`config.mk`:
```
export PLATFORM = sky130hd
export DESIGN_NAME = fir_sum_tree
export DESIGN_NICKNAME = d
export VERILOG_FILES = /design/src/design/fir_sum_tree.sv
export SDC_FILE = /design/constraint.sdc
export NUM_CORES = 2
export LEC_CHECK = 0
export BUFFER_PORTS_ARGS = -buffer_cell sky130_fd_sc_hd__buf_4
export CAP_MARGIN = 20
export CORE_AREA = 5 5 517 519
export CTS_CLUSTER_SIZE = 40
export DETAILED_ROUTE_END_ITERATION = 7
export DIE_AREA = 0 0 522 524
export GPL_TIMING_DRIVEN = 1
export PLACE_DENSITY = 0.54
export RECOVER_POWER = 100
export SLEW_MARGIN = 20
export SYNTH_ARGS = -nofsm -noshare
export SYNTH_HDL_FRONTEND = slang
export SYNTH_SLANG_ARGS = --single-unit
```
`constraint.sdc`:
```
create_clock -name clk -period 50.6 [get_ports clk]
set_clock_uncertainty 0.1 [all_clocks]
set_input_delay 2.53 -clock clk [delete_from_list [all_inputs] [get_ports clk]]
set_output_delay 2.53 -clock clk [all_outputs]
set_load 0.005 [all_outputs]
```
`src/design/fir_sum_tree.sv`:
```
`default_nettype none

// Registered binary adder tree with per-level valid bits and a ready chain,
// so a bubble at any level is filled while later levels stall.
module fir_sum_tree #(
	parameter int NUM_TAPS = 32,
	parameter int ACC_BITS = 40
) (
	input  wire                      clk,
	input  wire                      arst_n,
	input  wire                      load,
	output logic                     ready0,
	input  wire logic [ACC_BITS-1:0] prod [NUM_TAPS],
	output logic                     out_valid,
	input  wire                      out_ready,
	output logic [ACC_BITS-1:0]      sum
);

	localparam int LVLS   = $clog2(NUM_TAPS);
	localparam int LEAVES = 2 ** LVLS;

	logic [ACC_BITS-1:0] leaf [LEAVES];
	logic [ACC_BITS-1:0] node_q [1:LEAVES-1];
	logic [LVLS:0]       vld_q;
	logic [LVLS:0]       rdy;

	// Pad the leaves up to a power of two
	for (genvar j = 0; j < LEAVES; j++) begin : g_leaf
		if (j < NUM_TAPS) begin : g_tap
			assign leaf[j] = prod[j];
		end else begin : g_pad
			assign leaf[j] = '0;
		end
	end

	// A level moves on when it is empty or the next level moves on
	assign rdy[LVLS] = !vld_q[LVLS] || out_ready;
	for (genvar l = 0; l < LVLS; l++) begin : g_rdy
		assign rdy[l] = !vld_q[l] || rdy[l+1];
	end

	// Level 0 marks the product registers in the cells
	always_ff @(posedge clk or negedge arst_n) begin
		if (!arst_n) begin
			vld_q[0] <= 1'b0;
		end else if (rdy[0]) begin
			vld_q[0] <= load;
		end
	end

	for (genvar l = 1; l <= LVLS; l++) begin : g_vld
		always_ff @(posedge clk or negedge arst_n) begin
			if (!arst_n) begin
				vld_q[l] <= 1'b0;
			end else if (rdy[l]) begin
				vld_q[l] <= vld_q[l-1];
			end
		end
	end

	// Node i adds its two children; the root is node 1
	for (genvar i = 1; i < LEAVES; i++) begin : g_node
		localparam int STG = LVLS - $clog2(i + 1) + 1;
		logic [ACC_BITS-1:0] lhs;
		logic [ACC_BITS-1:0] rhs;

		if (2 * i >= LEAVES) begin : g_from_leaf
			assign lhs = leaf[2*i - LEAVES];
			assign rhs = leaf[2*i + 1 - LEAVES];
		end else begin : g_from_node
			assign lhs = node_q[2*i];
			assign rhs = node_q[2*i + 1];
		end

		always_ff @(posedge clk) begin
			if (rdy[STG]) begin
				node_q[i] <= lhs + rhs;
			end
		end
	end

	assign ready0    = rdy[0];
	assign out_valid = vld_q[LVLS];
	assign sum       = node_q[1];

endmodule

`default_nettype wire

```
==> impl_metrics.ini <==
[run_status]
outcome = finished, violations left
violations = capacitance limit, slew limit

[synth]
synth_edf_count = 1240
ys_ff_latch = 1246
yosysUniqueCellTypes = 92
syn_nets = 12100
synth_area_leaders = edfxtp_1 38%, ha_1 16%, xnor2_1 6.7%
syn_avg_cell_area_sq_um = 10.1
syn_area_sq_um = 97300
ys_seq_area_share_pct = 38.4
synth_common_cells = 1240 x edfxtp_1, 1209 x ha_1, 1062 x a21oi_1, 740 x xnor2_1, 703 x a21o_1
synth_flop_cell = edfxtp_1
yosys_warnings = 0
synth_most_common_cell = edfxtp_1
yosys.area.top_type_share_pct = 38.3
syn_inst = 9619
async_flop_share_pct = 0.482
synth_top_cell_by_area = edfxtp_1

[power]
power_leakage_nw = 50.2
irDropWorstVdd_v = 0.0000382
powerDensity_nw_per_um2 = 59.4

[timing]
fmax_ghz = 0.0516
setup_viol = 0
maxSlewHeadroom_pct = -210
finalCritPeriodShare_pct = 38.3
finalCriticalPeriod_ns = 19.36
hold_slack_ns = 0.349
maxSlewViolCount = 1232
hold_viol_final = 0
worst_slew_pin_slew_ns = 4.66
rsz0062_at_grt = no
tns_ns = 0

[route]
wl_per_cell_um = 24.0
vias = 80300
antenna_left = 0
wl_met3_um = 18000
top_layer_used = met5
viasPerCell = 5.49
drt-initial-drc-count = 6042
wl_met2_um = 170000
wl_met1_um = 155000
wl_um = 351000
drt-pass1-iter-count = 5
drcViolationCount = 0

[placement]
port_buffers = 1325
dp_hpwl_um = 298000
placed_area_sq_um = 111000
routabilityCongestion = 0.978

[setup_path]
crit_type = in2reg
reg2reg_slack_ns = 32.61
cp.required_ns = 50.78
worstPathCellList = clkbuf_4 > nor2b_1 > nand3_1 > nor2_1 > nand2_1 > clkbuf_1 > clkbuf_1 > clkbuf_1 > clkbuf_1 > clkbuf_1
end_kind = flop
reg2reg_from = out_valid
arrival_ns = 19.54
max_stage_delay_ns = 3.06
cp_max_fo = 79
start_kind = input port
worstRegToRegCells = 9
cpLargestDelayFamily = buffers and inverters
crit_top_cell = clkbuf_1
cp_slowest_cell = clkbuf_1
crit_buf_inv = 6
regToRegEndpoint = node_q[0][748]

[global_routing]
grt_pass1_vias = 80100
grt_pass1_wl_um = 508000
grt_max_degree = 101
antenna_found_initial = 50
track_usage_pct = 24.5
grt-ovfl-total = 0

[hold_path]
worstHoldStart = vld_q[2]
min_path_cells = 2
hold_end = vld_q[3]
hp-class = reg2reg

[clock_network]
worstSkewPairLatency_ns = 0.79
cts_tree = yes
cts_max_path_buffers = 3
cts_sinks = 1246
hold_buffers = 0
post_cts_buffers = 0
cts_made_buffers = 144
cts-htree-levels = 4
root_buffer = clkbuf_16
clkTransAtPathRegs_ns = 0.06
ctsResizeCount = 0

[final_layout]
final_area_sq_um = 116000
layout-drive-gt1-share_pct = 14.1
multi_input_area_sq_um = 58400
area_delta_synth_final_pct = 18.8
fillerInstances = 25100
area.sequential_sq_um = 37400
fin_nets = 13500

[floorplan]
fp.dieW_um = 522
die_y_um = 524
ios = 1326
initial_core_util_pct = 37.2
coreArea_sq_um = 262000
die-area_sq_um = 274000
placementRows = 188

[flow_run]
maxCapViolCount = 19
worst max-delay path by stage:
stage | from | end | slack (ns) | cells past startpoint
after floorplan | out_ready | node_q[0][1000] | 27.61 | 4
after global placement | out_ready | node_q[0][711] | 41.95 | 10
after detailed placement | out_ready | node_q[0][711] | 41.74 | 10
after CTS | out_ready | node_q[0][753] | 42.61 | 10
after global routing | out_ready | node_q[0][749] | 29.60 | 10
final | out_ready | node_q[0][748] | 31.24 | 10
cells in the final DEF, fill, tap and decap left out, types with 112 or more instances in the layout:
master     synthesis  routed
nor2b_1          178     178
ha_1            1209    1209
inv_1            252     251
buf_4              1    1238
a31oi_1          111     112
o21bai_1         167     167
edfxtp_1        1240    1240
nand4_1          133     133
o21a_1           167     167
nand3_1          191     191
o21ai_0          587     600
xor2_1           382     382
nor2_1           543     543
nand2_1          526     526
clkbuf_16          0     145
a21oi_1         1062    1065
xnor2_1          740     740
a21o_1           703     703
a211oi_1         111     113
nand2b_1         172     172
layer usage:
| layer | vias to the layer above | track usage (%) |
|---|---|---|
| met5 | - | 0 |
| met3 | 331 | 3.92 |
| met2 | 2151 | 42.6 |
| met1 | 38500 | 32.0 |
| met4 | 38 | 5.71 |
| li1 | 39300 | - |
registers in the layout (all words and copies together), names as in the netlist:
name	cells
vld_q	5
node_q	1240
out_valid	1
power by group:
group,internal [W],leakage [nW],total [W],switching [W]
logic,0.00154,35.2,0.00378,0.00224
clock network,0.000602,2.24,0.00103,0.000432
registers,0.00184,12.8,0.00205,0.000215
total,0.00398,50.2,0.00687,0.00289
cell type report:
type | instances | share of cell area (%)
clock buffers | 179 | 3.25
repair buffers | 1346 | 8.51
flip-flops and latches | 1246 | 32.3
clock inverters | 81 | 0.749
diodes | 19 | 0.0411
well taps | 3515 | 3.80
inverters | 252 | 0.819
multi-input cells | 7976 | 50.5
stage by stage:
stage	setup WS (ns)	util [%]	cells	power, W
2_1_floorplan	27.61	-	9619	0.00467
3_3_place_gp	41.95	42.6	14300	0.00585
3_5_place_dp	41.74	42.6	14300	0.00586
4_1_cts	42.61	44.3	14600	0.00695
5_1_grt	29.60	44.2	14600	0.00739
6_report	31.24	44.2	14600	0.00687
tightest hold or removal path, cell delays in order, from the launching register on:
cell	delay, ns
dfrtp_1	0.32
inv_1	0.05
nand2_1	0.05
logic make-up after synthesis:
logic type | synth area share, %
XOR/XNOR | 10.1
flip-flops | 38.4
AND/OR/NAND/NOR | 11.0
AO/OA/AOI/OAI | 22.8
adder cells (fa/ha/maj) | 16.2
multiplexers | 0.0321
buffers and inverters | 1.54
Note: power is estimated with default switching activity, not from simulation.
