[config.mk]
export PLATFORM = sky130hd
export DESIGN_NAME = fir_cell
export DESIGN_NICKNAME = d
export VERILOG_FILES = /design/src/design/fir_pkg.sv /design/src/design/fir_cell.sv
export SDC_FILE = /design/constraint.sdc
export NUM_CORES = 1
export LEC_CHECK = 0
export ABC_AREA = 0
export ABC_CLOCK_PERIOD_IN_PS = 15170
export BUFFER_PORTS_ARGS = -buffer_cell sky130_fd_sc_hd__buf_2
export CAP_MARGIN = 20
export CORE_UTILIZATION = 40
export CTS_BUF_LIST = sky130_fd_sc_hd__clkbuf_4
export DETAILED_ROUTE_END_ITERATION = 8
export PLACE_DENSITY_LB_ADDON = 0.12
export SLEW_MARGIN = 40
export SYNTH_ARGS = -nofsm -noshare
export SYNTH_HDL_FRONTEND = slang
export SYNTH_SLANG_ARGS = --single-unit
[constraint.sdc]
create_clock -name clk -period 15.17 [get_ports clk]
set_input_delay 3.034 -clock clk [delete_from_list [all_inputs] [get_ports clk]]
set_output_delay 3.034 -clock clk [all_outputs]
set_load 0.05 [all_outputs]
[src/design/fir_pkg.sv]
`default_nettype none

package fir_pkg;

	// Opcode of an input beat
	localparam logic OP_FILTER = 1'b0;
	localparam logic OP_LOAD   = 1'b1;

	// Width of the coefficient index field
	localparam int IDX_BITS = 5;

	// Per-cycle controls from the top level to each tap cell
	typedef struct packed {
		logic shift;    // take the neighbor's sample, snapshot the product
		logic coef_we;  // write this cell's coefficient
	} cell_ctl_t;

endpackage

`default_nettype wire

[src/design/fir_cell.sv]
`default_nettype none

// One tap: holds a delay-line entry and its coefficient, and registers the
// tap product for the sample that is being shifted in.
module fir_cell #(
	parameter int SAMPLE_BITS = 16,
	parameter int COEF_BITS   = 16,
	parameter int ACC_BITS    = 40
) (
	input  wire                            clk,
	input  wire                            arst_n,
	input  wire fir_pkg::cell_ctl_t        ctl,
	input  wire logic signed [SAMPLE_BITS-1:0] d_in,
	input  wire logic signed [COEF_BITS-1:0]   coef_in,
	output logic signed [SAMPLE_BITS-1:0]  d_out,
	output logic [ACC_BITS-1:0]            prod
);

	localparam int PROD_BITS = SAMPLE_BITS + COEF_BITS;
	localparam int EXT_BITS  = (PROD_BITS > ACC_BITS) ? PROD_BITS : ACC_BITS;

	logic signed [SAMPLE_BITS-1:0] tap_q;
	logic signed [COEF_BITS-1:0]   coef_q;
	logic signed [PROD_BITS-1:0]   mul;
	logic signed [EXT_BITS-1:0]    mul_ext;
	logic [ACC_BITS-1:0]           prod_s1;

	// Product of the entry this cell holds after the shift
	assign mul     = PROD_BITS'(d_in) * PROD_BITS'(coef_q);
	assign mul_ext = EXT_BITS'(mul);

	// Advance the delay line and load the coefficient
	always_ff @(posedge clk or negedge arst_n) begin
		if (!arst_n) begin
			tap_q  <= '0;
			coef_q <= '0;
		end else begin
			if (ctl.shift) begin
				tap_q <= d_in;
			end
			if (ctl.coef_we) begin
				coef_q <= coef_in;
			end
		end
	end

	// Snapshot the wrapped product for the adder tree
	always_ff @(posedge clk) begin
		if (ctl.shift) begin
			prod_s1 <= mul_ext[ACC_BITS-1:0];
		end
	end

	assign d_out = tap_q;
	assign prod  = prod_s1;

endmodule

`default_nettype wire

==> metrics, run 1 <==
vias in the first global route 8662; Synth Register Bits 64; worst stage delay on the critical path 0.75 ns; Layout Skew 0.0266 ns; minimum hold slack 0.519 ns; leading area contributor after synthesis fa_1; total negative slack 0 ns; Clk pin slew, worst setup/hold paths 0.15 ns; final hold viol count 0; Pins Over Slew Limit 0; synthesized instance count 1204; DRT Wirelength about 28000 µm; crit path launch type primary input; clock sink count 64; final-stage net count 1636; worst hold path type reg2reg; CP required 15.42 ns; setup bufs post-CTS 0; DRT Pass-1 Iters 5; antenna violations before repair 1; share of the synthesized area in the top cell type approximately 43%; Crit-path slowest cell fa_1; count leader, synth inv_1; CP Capture Type flip-flop; Iter 0 DRT Violations 349; largest net degree at the start of global routing 49; fill count 2937; CTS tree built; setup violators final 0; Post-synth EDFFs 32; Non-Filler Instances 1652; Post-synth top cells inv_1, fa_1, nand2_1; Port Buffers 91; relative slew slack 51.6%; hold_buf cts 0; RD Place Congestion 0.794; CTS Buf Count 9; Clk Latency, worst-skew pair 0.48 ns; fin crit period 9.09 ns; worst-margin pin slew 0.726 ns; gr usage total about a fifth; CP max FO 17; initial core utilization 40.7%; antenna-violating nets left 0; core area 29700 µm²; first-pass GRT wire length roughly 46000 µm; WL/cell 17.1 µm; layout cells sized above 1 between 10% and 20%; Primary FF master, synth edfxtp_1; vias per inst 4.89; Post-Syn Nets 1584; most frequent CP cell fa_1; Util after Layout between 40% and 50%; Rows 63; Yosys warning count 0; status finished clean; clk buf depth 2; Syn-to-layout area delta 7.45%; max_cap viols 0; worst-path cell chain buf_2 > nand2_1 > inv_1 > fa_1 > fa_1 > fa_1 > fa_1 > fa_1 > inv_1 > fa_1 > inv_1 > ha_1 > nand4_1 > nor3_1 > nand4_1 > a211oi_1 > o41ai_2 > o2111ai_1 > a21oi_1 > xnor2_1; DRC 0; Die Span X about 180 µm; Die Area 30900 µm²; Cells after DPL between 1500 and 2000; sequential share of the synthesized area 14.6%; Max H-tree Level 3; main area contributors after synthesis fa_1, inv_1, ha_1, edfxtp_1, dfrtp_1; CP arrival approximately 9.4 ns; Async SR Flop Fraction 50.0%; DPL Wire Length 22600 µm; Post-CTS Resized 0; Syn Std Cell Area 12100 µm²; vias 8085; critical path class in2reg; Die Y-Extent 176 µm; num ports 92; part of the cycle the worst path needs 59.9%; Yosys cell types 46; average size of a mapped cell 10.0 µm²; unrepaired setup endpoints after global routing no; maximum clock frequency 110 MHz; Overflow after GRT 0; root buf cell clkbuf_4
[sequential cells by signal, indices dropped and copies added (netlist names)]
register and count:
d_out 16, prod 32, coef_q 16
[cell type report]
class	instances	area, µm²	area share [%]
Antenna cell	1	2.50	0.0193
Clock buffer	9	67.6	0.520
Clock inverter	7	101	0.780
Inverter	291	1090	8.40
Multi-Input combinational cell	798	9020	69.4
Sequential cell	64	1760	13.6
Tap cell	390	488	3.75
Timing Repair Buffer	92	463	3.56
[logic make-up after synthesis]
kind of cell	synth area share (%)
compound gates	4.26
xor+xnor	2.68
fa+ha+maj	51.8
buf+inv	10.9
flops	14.6
mux	2.89
simple gates	12.9
[per-stage QoR]
stage	setup slack (ns)	area (µm²)
after floorplan	6.36	12100
after global placement	5.72	12800
after detailed placement	5.65	12800
after CTS	6.16	13000
after global routing	5.71	13000
final	6.08	13000
[cells in the final DEF, fill, tap and decap left out, types with 3 or more instances in the layout]
cell	instances
a31oi_1	6
nand2b_1	4
a21oi_1	16
dfrtp_1	32
and3_1	6
nor3_1	6
nand4_1	6
mux2_2	31
a21o_1	18
o21ai_0	7
o21bai_1	4
xor2_1	10
ha_1	82
fa_1	262
clkbuf_4	9
edfxtp_1	32
nand2_1	134
inv_1	291
and2_1	122
buf_2	91
nand3_1	3
xnor2_1	27
nor2_1	27
[critical path, delay by kind of cell]
family,cells,cell delay (ns)
buffers and inverters,4,0.41
AND/OR/NAND/NOR,4,0.98
adder cells (fa/ha/maj),7,3.65
AO/OA/AOI/OAI,4,1.12
XOR/XNOR,1,0.13
[final timing paths]
check                                       from               endpoint  slack (ns)  cells after the start
setup / recovery                        d_in[15]     prod[30]$_DFFE_PP_        6.08                     20
hold / removal              d_out[7]$_DFFE_PN0P_   d_out[7]$_DFFE_PN0P_        0.52                      1
setup reg to reg           coef_q[1]$_DFFE_PN0P_     prod[30]$_DFFE_PP_        8.19                     19
hold reg to reg             d_out[7]$_DFFE_PN0P_   d_out[7]$_DFFE_PN0P_        0.52                      1
max in group asynchronous                 arst_n  coef_q[2]$_DFFE_PN0P_       12.11                      1
min in group asynchronous                 arst_n   d_out[8]$_DFFE_PN0P_        2.58                      1
[routing by layer]
layer,GRT usage [%],routed length (µm),vias up,part of all wire [%]
li1,-,-,3682,-
met1,24.8,11800,4273,42
met2,35.9,15300,105,54
met3,2.29,705,25,2.5
met4,4.06,414,0,1.5
met5,0,0,-,0
Power of run 1 is not shown: default switching activity piles up to over one toggle a cycle in this logic, so the estimate is an artifact.
==> inputs of run 2 (changes only) <==
--- a/config.mk
+++ b/config.mk
@@ -6,7 +6,7 @@
 export NUM_CORES = 1
 export LEC_CHECK = 0
 export ABC_AREA = 0
-export ABC_CLOCK_PERIOD_IN_PS = 15170
+export ABC_CLOCK_PERIOD_IN_PS = 9000
 export BUFFER_PORTS_ARGS = -buffer_cell sky130_fd_sc_hd__buf_2
 export CAP_MARGIN = 20
 export CORE_UTILIZATION = 40
==> constraint.sdc (replaced) <==
create_clock -name clk -period 9 [get_ports clk]
set_input_delay 1.8 -clock clk [delete_from_list [all_inputs] [get_ports clk]]
set_output_delay 1.8 -clock clk [all_outputs]
set_load 0.05 [all_outputs]
==> metrics, run 2 (same netlist as run 1, synthesis figures left out) <==
max reg flops 32 (unchanged); fin crit period 7.91 ns; final hold viol count 0 (unchanged); root buf cell clkbuf_4; crit path launch type primary input; Pins Over Slew Limit 0 (unchanged); Non-Filler Instances 1653 (+0.061%); vias per inst 4.91 (+0.32%); DRC 0 (unchanged); worst-margin pin slew 0.789 ns (+0.0636 ns); largest net degree at the start of global routing 49 (unchanged); vias 8116 (+0.38%); final-stage net count 1637 (+0.061%); antenna-violating nets left 0 (unchanged); Crit-path slowest cell fa_1; Iter 0 DRT Violations 321 (-8.0%); Cells after DPL 1635 (unchanged); worst stage delay on the critical path 0.75 ns (about the same); Syn-to-layout area delta 7.67%; commonest non-fill, non-tap cell in the layout inv_1; first-pass GRT wire length 46200 µm (about the same); WL/cell 17.1 µm (about the same); CTS Buf Count 9 (unchanged); maximum clock frequency 126 MHz; CP Capture Type flip-flop; clk buf depth 2 (unchanged); RD Place Congestion 0.799 (+0.62%); most frequent cells in the layout inv_1, fa_1, nand2_1; relative slew slack 47.1% (-4.6 points); CTS tree built; CP max FO 17 (unchanged); gr usage total 19.7% (about the same); Util after Layout 43.8% (+0.093 points); setup violators final 0 (unchanged); Port Buffers 91 (unchanged); Clk Latency, worst-skew pair 0.50 ns (+0.02 ns); unrepaired setup endpoints after global routing no; core area 29700 µm² (unchanged); setup bufs post-CTS 0 (unchanged); part of the cycle the worst path needs 87.9%; Overflow after GRT 0 (unchanged); max_cap viols 0 (unchanged); Post-CTS Resized 0 (unchanged); initial core utilization 40.7% (unchanged); Die Y-Extent 176 µm (unchanged); status finished clean; critical path class in2reg; layout cells sized above 1 11.6% (+0.070 points); CP arrival 8.19 ns (-1.16 ns); DRT Wirelength 28300 µm (+0.14%); CP required 9.28 ns (-6.14 ns); hold_buf cts 0 (unchanged); DRT Pass-1 Iters 7 (+2); Layout Skew 0.0429 ns (+0.0163 ns); Die Span X 176 µm (unchanged); Die Area 30900 µm² (unchanged); vias in the first global route 8785 (+1.4%); num ports 92 (unchanged); worst-path cell chain buf_2 > nand2_1 > inv_1 > fa_1 > fa_1 > fa_1 > fa_1 > fa_1 > inv_1 > fa_1 > inv_1 > ha_1 > nand4_1 > nor3_1 > nand4_1 > a211oi_1 > o41ai_2 > o2111ai_1 > a21oi_1 > xnor2_1; Max H-tree Level 3 (unchanged); worst hold path type reg2reg; total negative slack 0 ns (unchanged); clock sink count 64 (unchanged); Clk pin slew, worst setup/hold paths 0.18 ns (+0.03 ns); most frequent CP cell fa_1; DPL Wire Length 22600 µm (+0.15%); Rows 63 (unchanged); antenna violations before repair 2 (+1)
==> run 2: cell type report <==
| class | instances | area [µm²] |
|---|---|---|
| inverters | 291 | 1090 |
| clock inverters | 7 | 101 |
| clock buffers | 9 | 67.6 |
| well taps | 390 | 488 |
| repair buffers | 93 | 490 |
| multi-input cells | 798 | 9020 |
| flip-flops and latches | 64 | 1760 |
| diodes | 1 | 2.50 |
| fillers | 2939 | 16700 |
==> run 2: per-layer routing <==
layer / global-route usage [%] / vias to the layer above / routed length [µm]
met3: 1.77 / 28 / 720
li1: - / 3683 / -
met4: 4.82 / 0 / 456
met1: 24.9 / 4263 / 11900
met5: 0 / - / 0
met2: 35.9 / 142 / 15200
==> run 2: final timing paths <==
check                           cells after the start  slack, ns                  start               endpoint
worst max register to register                     19       1.94  coef_q[4]$_DFFE_PN0P_     prod[30]$_DFFE_PP_
worst max-delay path                               20       1.09               d_in[15]     prod[30]$_DFFE_PP_
max in group asynchronous                           2       7.36                 arst_n   d_out[7]$_DFFE_PN0P_
min in group asynchronous                           1       1.20                 arst_n  coef_q[4]$_DFFE_PN0P_
worst min register to register                      1       0.52   d_out[3]$_DFFE_PN0P_   d_out[3]$_DFFE_PN0P_
worst min-delay path                                1       0.52   d_out[3]$_DFFE_PN0P_   d_out[3]$_DFFE_PN0P_
==> run 2: critical path, delay by kind of cell <==
| family | cells | cell delay [ns] |
|---|---|---|
| AOI/OAI and AO/OA | 4 | 1.18 |
| and+or+nand+nor | 4 | 1.02 |
| xor gates and xnor gates | 1 | 0.13 |
| buffers and inverters | 4 | 0.42 |
| adders and majority gates | 7 | 3.64 |
==> run 2: through the flow <==
stage | setup WS (ns) | instance area (µm²) | hold slack, ns
floorplan | 1.43 | 12100 | 0.562
global placement | 0.794 | 12800 | 0.485
detailed placement | 0.693 | 12800 | 0.492
CTS | 1.23 | 13000 | 0.524
global route | 0.737 | 13000 | 0.535
finish | 1.09 | 13000 | 0.520
Power of run 2 is left out for the same reason.
==> inputs of run 3 (changes only) <==
--- a/config.mk
+++ b/config.mk
@@ -10,7 +10,6 @@
 export BUFFER_PORTS_ARGS = -buffer_cell sky130_fd_sc_hd__buf_2
 export CAP_MARGIN = 20
 export CORE_UTILIZATION = 40
-export CTS_BUF_LIST = sky130_fd_sc_hd__clkbuf_4
 export DETAILED_ROUTE_END_ITERATION = 8
 export PLACE_DENSITY_LB_ADDON = 0.12
 export SLEW_MARGIN = 40
==> metrics, run 3 (same netlist as run 1, synthesis figures left out) <==
gr usage total 19.8% (+0.099 points); setup bufs post-CTS 0 (unchanged); relative slew slack 45.2% (-1.9 points); Syn-to-layout area delta 8.92%; most frequent CP cell fa_1; max reg flops 32 (unchanged); total negative slack 0 ns (unchanged); vias 8073 (-0.53%); WL/cell 17.2 µm (+0.44%); Worst Hold Path Cells 1 (unchanged); CP required 9.12 ns (-0.16 ns); Layout Skew 0.0176 ns (-0.0253 ns); final hold viol count 0 (unchanged); Clk pin slew, worst setup/hold paths 0.08 ns (-0.10 ns); initial core utilization 40.7% (unchanged); Max H-tree Level 3 (unchanged); core area 29700 µm² (unchanged); ANT cells 0 (-1); Global Route met2 Usage 35.7% (-0.21 points); worst hold path type reg2reg; delay-heaviest family, CP adder cells; Rows 63 (unchanged); crit path launch type primary input; Die Area 30900 µm² (unchanged); DRT Wirelength 28400 µm (+0.37%); num ports 92 (unchanged); commonest non-fill, non-tap cell in the layout inv_1; Post-CTS Resized 0 (unchanged); CP arrival 8.20 ns (about the same); critical path class in2reg; worst-path cell chain buf_2 > nand2_1 > inv_1 > fa_1 > fa_1 > fa_1 > fa_1 > fa_1 > inv_1 > fa_1 > inv_1 > ha_1 > nand4_1 > nor3_1 > nand4_1 > a211oi_1 > o41ai_2 > o2111ai_1 > a21oi_1 > xnor2_1; DRC 0 (unchanged); Port Buffers 91 (unchanged); Clk Latency, worst-skew pair 0.36 ns (-0.14 ns); R2R depth 19 (unchanged); met1 GRT Util 25.0% (+0.056 points); vias in the first global route 8834 (+0.56%); DRT Pass-1 Iters 5 (-2); Die Y-Extent 176 µm (unchanged); Crit. path cell count 20 (unchanged); root buf cell clkbuf_16; Iter 0 DRT Violations 330 (+2.8%); worst path bufs/invs 4 (unchanged); clk buf depth 2 (unchanged); CP Capture Type flip-flop; RD Place Congestion 0.799 (unchanged); DPL Wire Length 22600 µm (unchanged); first-pass GRT wire length 46400 µm (+0.49%); largest net degree at the start of global routing 49 (unchanged); CTS tree built; hold_buf cts 0 (unchanged); worst-margin pin slew 0.817 ns (+0.0277 ns); fin crit period 8.08 ns (+0.163 ns); worst stage delay on the critical path 0.74 ns (about the same); unrepaired setup endpoints after global routing no; Die Span X 176 µm (unchanged); final-stage net count 1637 (unchanged); CTS Buf Count 9 (unchanged); part of the cycle the worst path needs 89.7% (+1.8 points); Crit-path slowest cell fa_1; gr busiest metal met2; CP max FO 17 (unchanged); Overflow after GRT 0 (unchanged); maximum clock frequency 124 MHz (-2.0%); status finished clean; antenna violations before repair 1 (-1); vias per inst 4.89 (-0.47%); setup violators final 0 (unchanged); clock sink count 64 (unchanged); GRT met3 Usage 1.80% (+0.022 points); most frequent cells in the layout inv_1, fa_1, nand2_1; layout cells sized above 1 11.6% (unchanged); Pins Over Slew Limit 0 (unchanged); max_cap viols 0 (unchanged); antenna-violating nets left 0 (unchanged)
==> run 3: metrics by stage <==
stage	setup WS [ns]	instances	utilization [%]	hold WS [ns]	area [µm²]
2_1_floorplan	1.43	1204	-	0.562	12100
3_3_place_gp	0.794	1635	43.2	0.485	12800
3_5_place_dp	0.693	1635	43.2	0.492	12800
4_1_cts	1.05	1651	44.2	0.507	13100
5_1_grt	0.561	1652	44.3	0.515	13200
6_report	0.925	1652	44.3	0.504	13200
==> run 3: final timing paths <==
check                      slack, ns                    end             startpoint
max                             0.92     prod[30]$_DFFE_PP_               d_in[15]
min                             0.50  d_out[10]$_DFFE_PN0P_  d_out[10]$_DFFE_PN0P_
max reg2reg                     1.93     prod[30]$_DFFE_PP_  coef_q[1]$_DFFE_PN0P_
min reg2reg                     0.50  d_out[10]$_DFFE_PN0P_  d_out[10]$_DFFE_PN0P_
max in group asynchronous       7.23   d_out[7]$_DFFE_PN0P_                 arst_n
min in group asynchronous       1.35  coef_q[4]$_DFFE_PN0P_                 arst_n
==> run 3: layout make-up <==
type	instances	area [µm²]
clock inverters	6	71.3
well taps	390	488
clock buffers	10	250
inverters	291	1090
repair buffers	93	490
fillers	2916	16500
flip-flops and latches	64	1760
multi-input cells	798	9020
==> run 3: worst reg2reg max path, stage by stage (launching register included) <==
cell       delay (ns)
dfrtp_1          0.62
nand2_1          0.24
inv_1            0.11
fa_1             0.75
fa_1             0.50
fa_1             0.50
fa_1             0.51
fa_1             0.49
inv_1            0.05
fa_1             0.47
inv_1            0.04
ha_1             0.42
nand4_1          0.29
nor3_1           0.38
nand4_1          0.15
a211oi_1         0.66
o41ai_2          0.19
o2111ai_1        0.24
a21oi_1          0.11
xnor2_1          0.13
==> run 3: metal layers <==
layer / part of all wire, % / routed length [µm]
met1: 42 / 11800
met2: 53 / 15100
met3: 3.0 / 851
met4: 2.2 / 625
met5: 0 / 0
Power of run 3 is left out for the same reason.
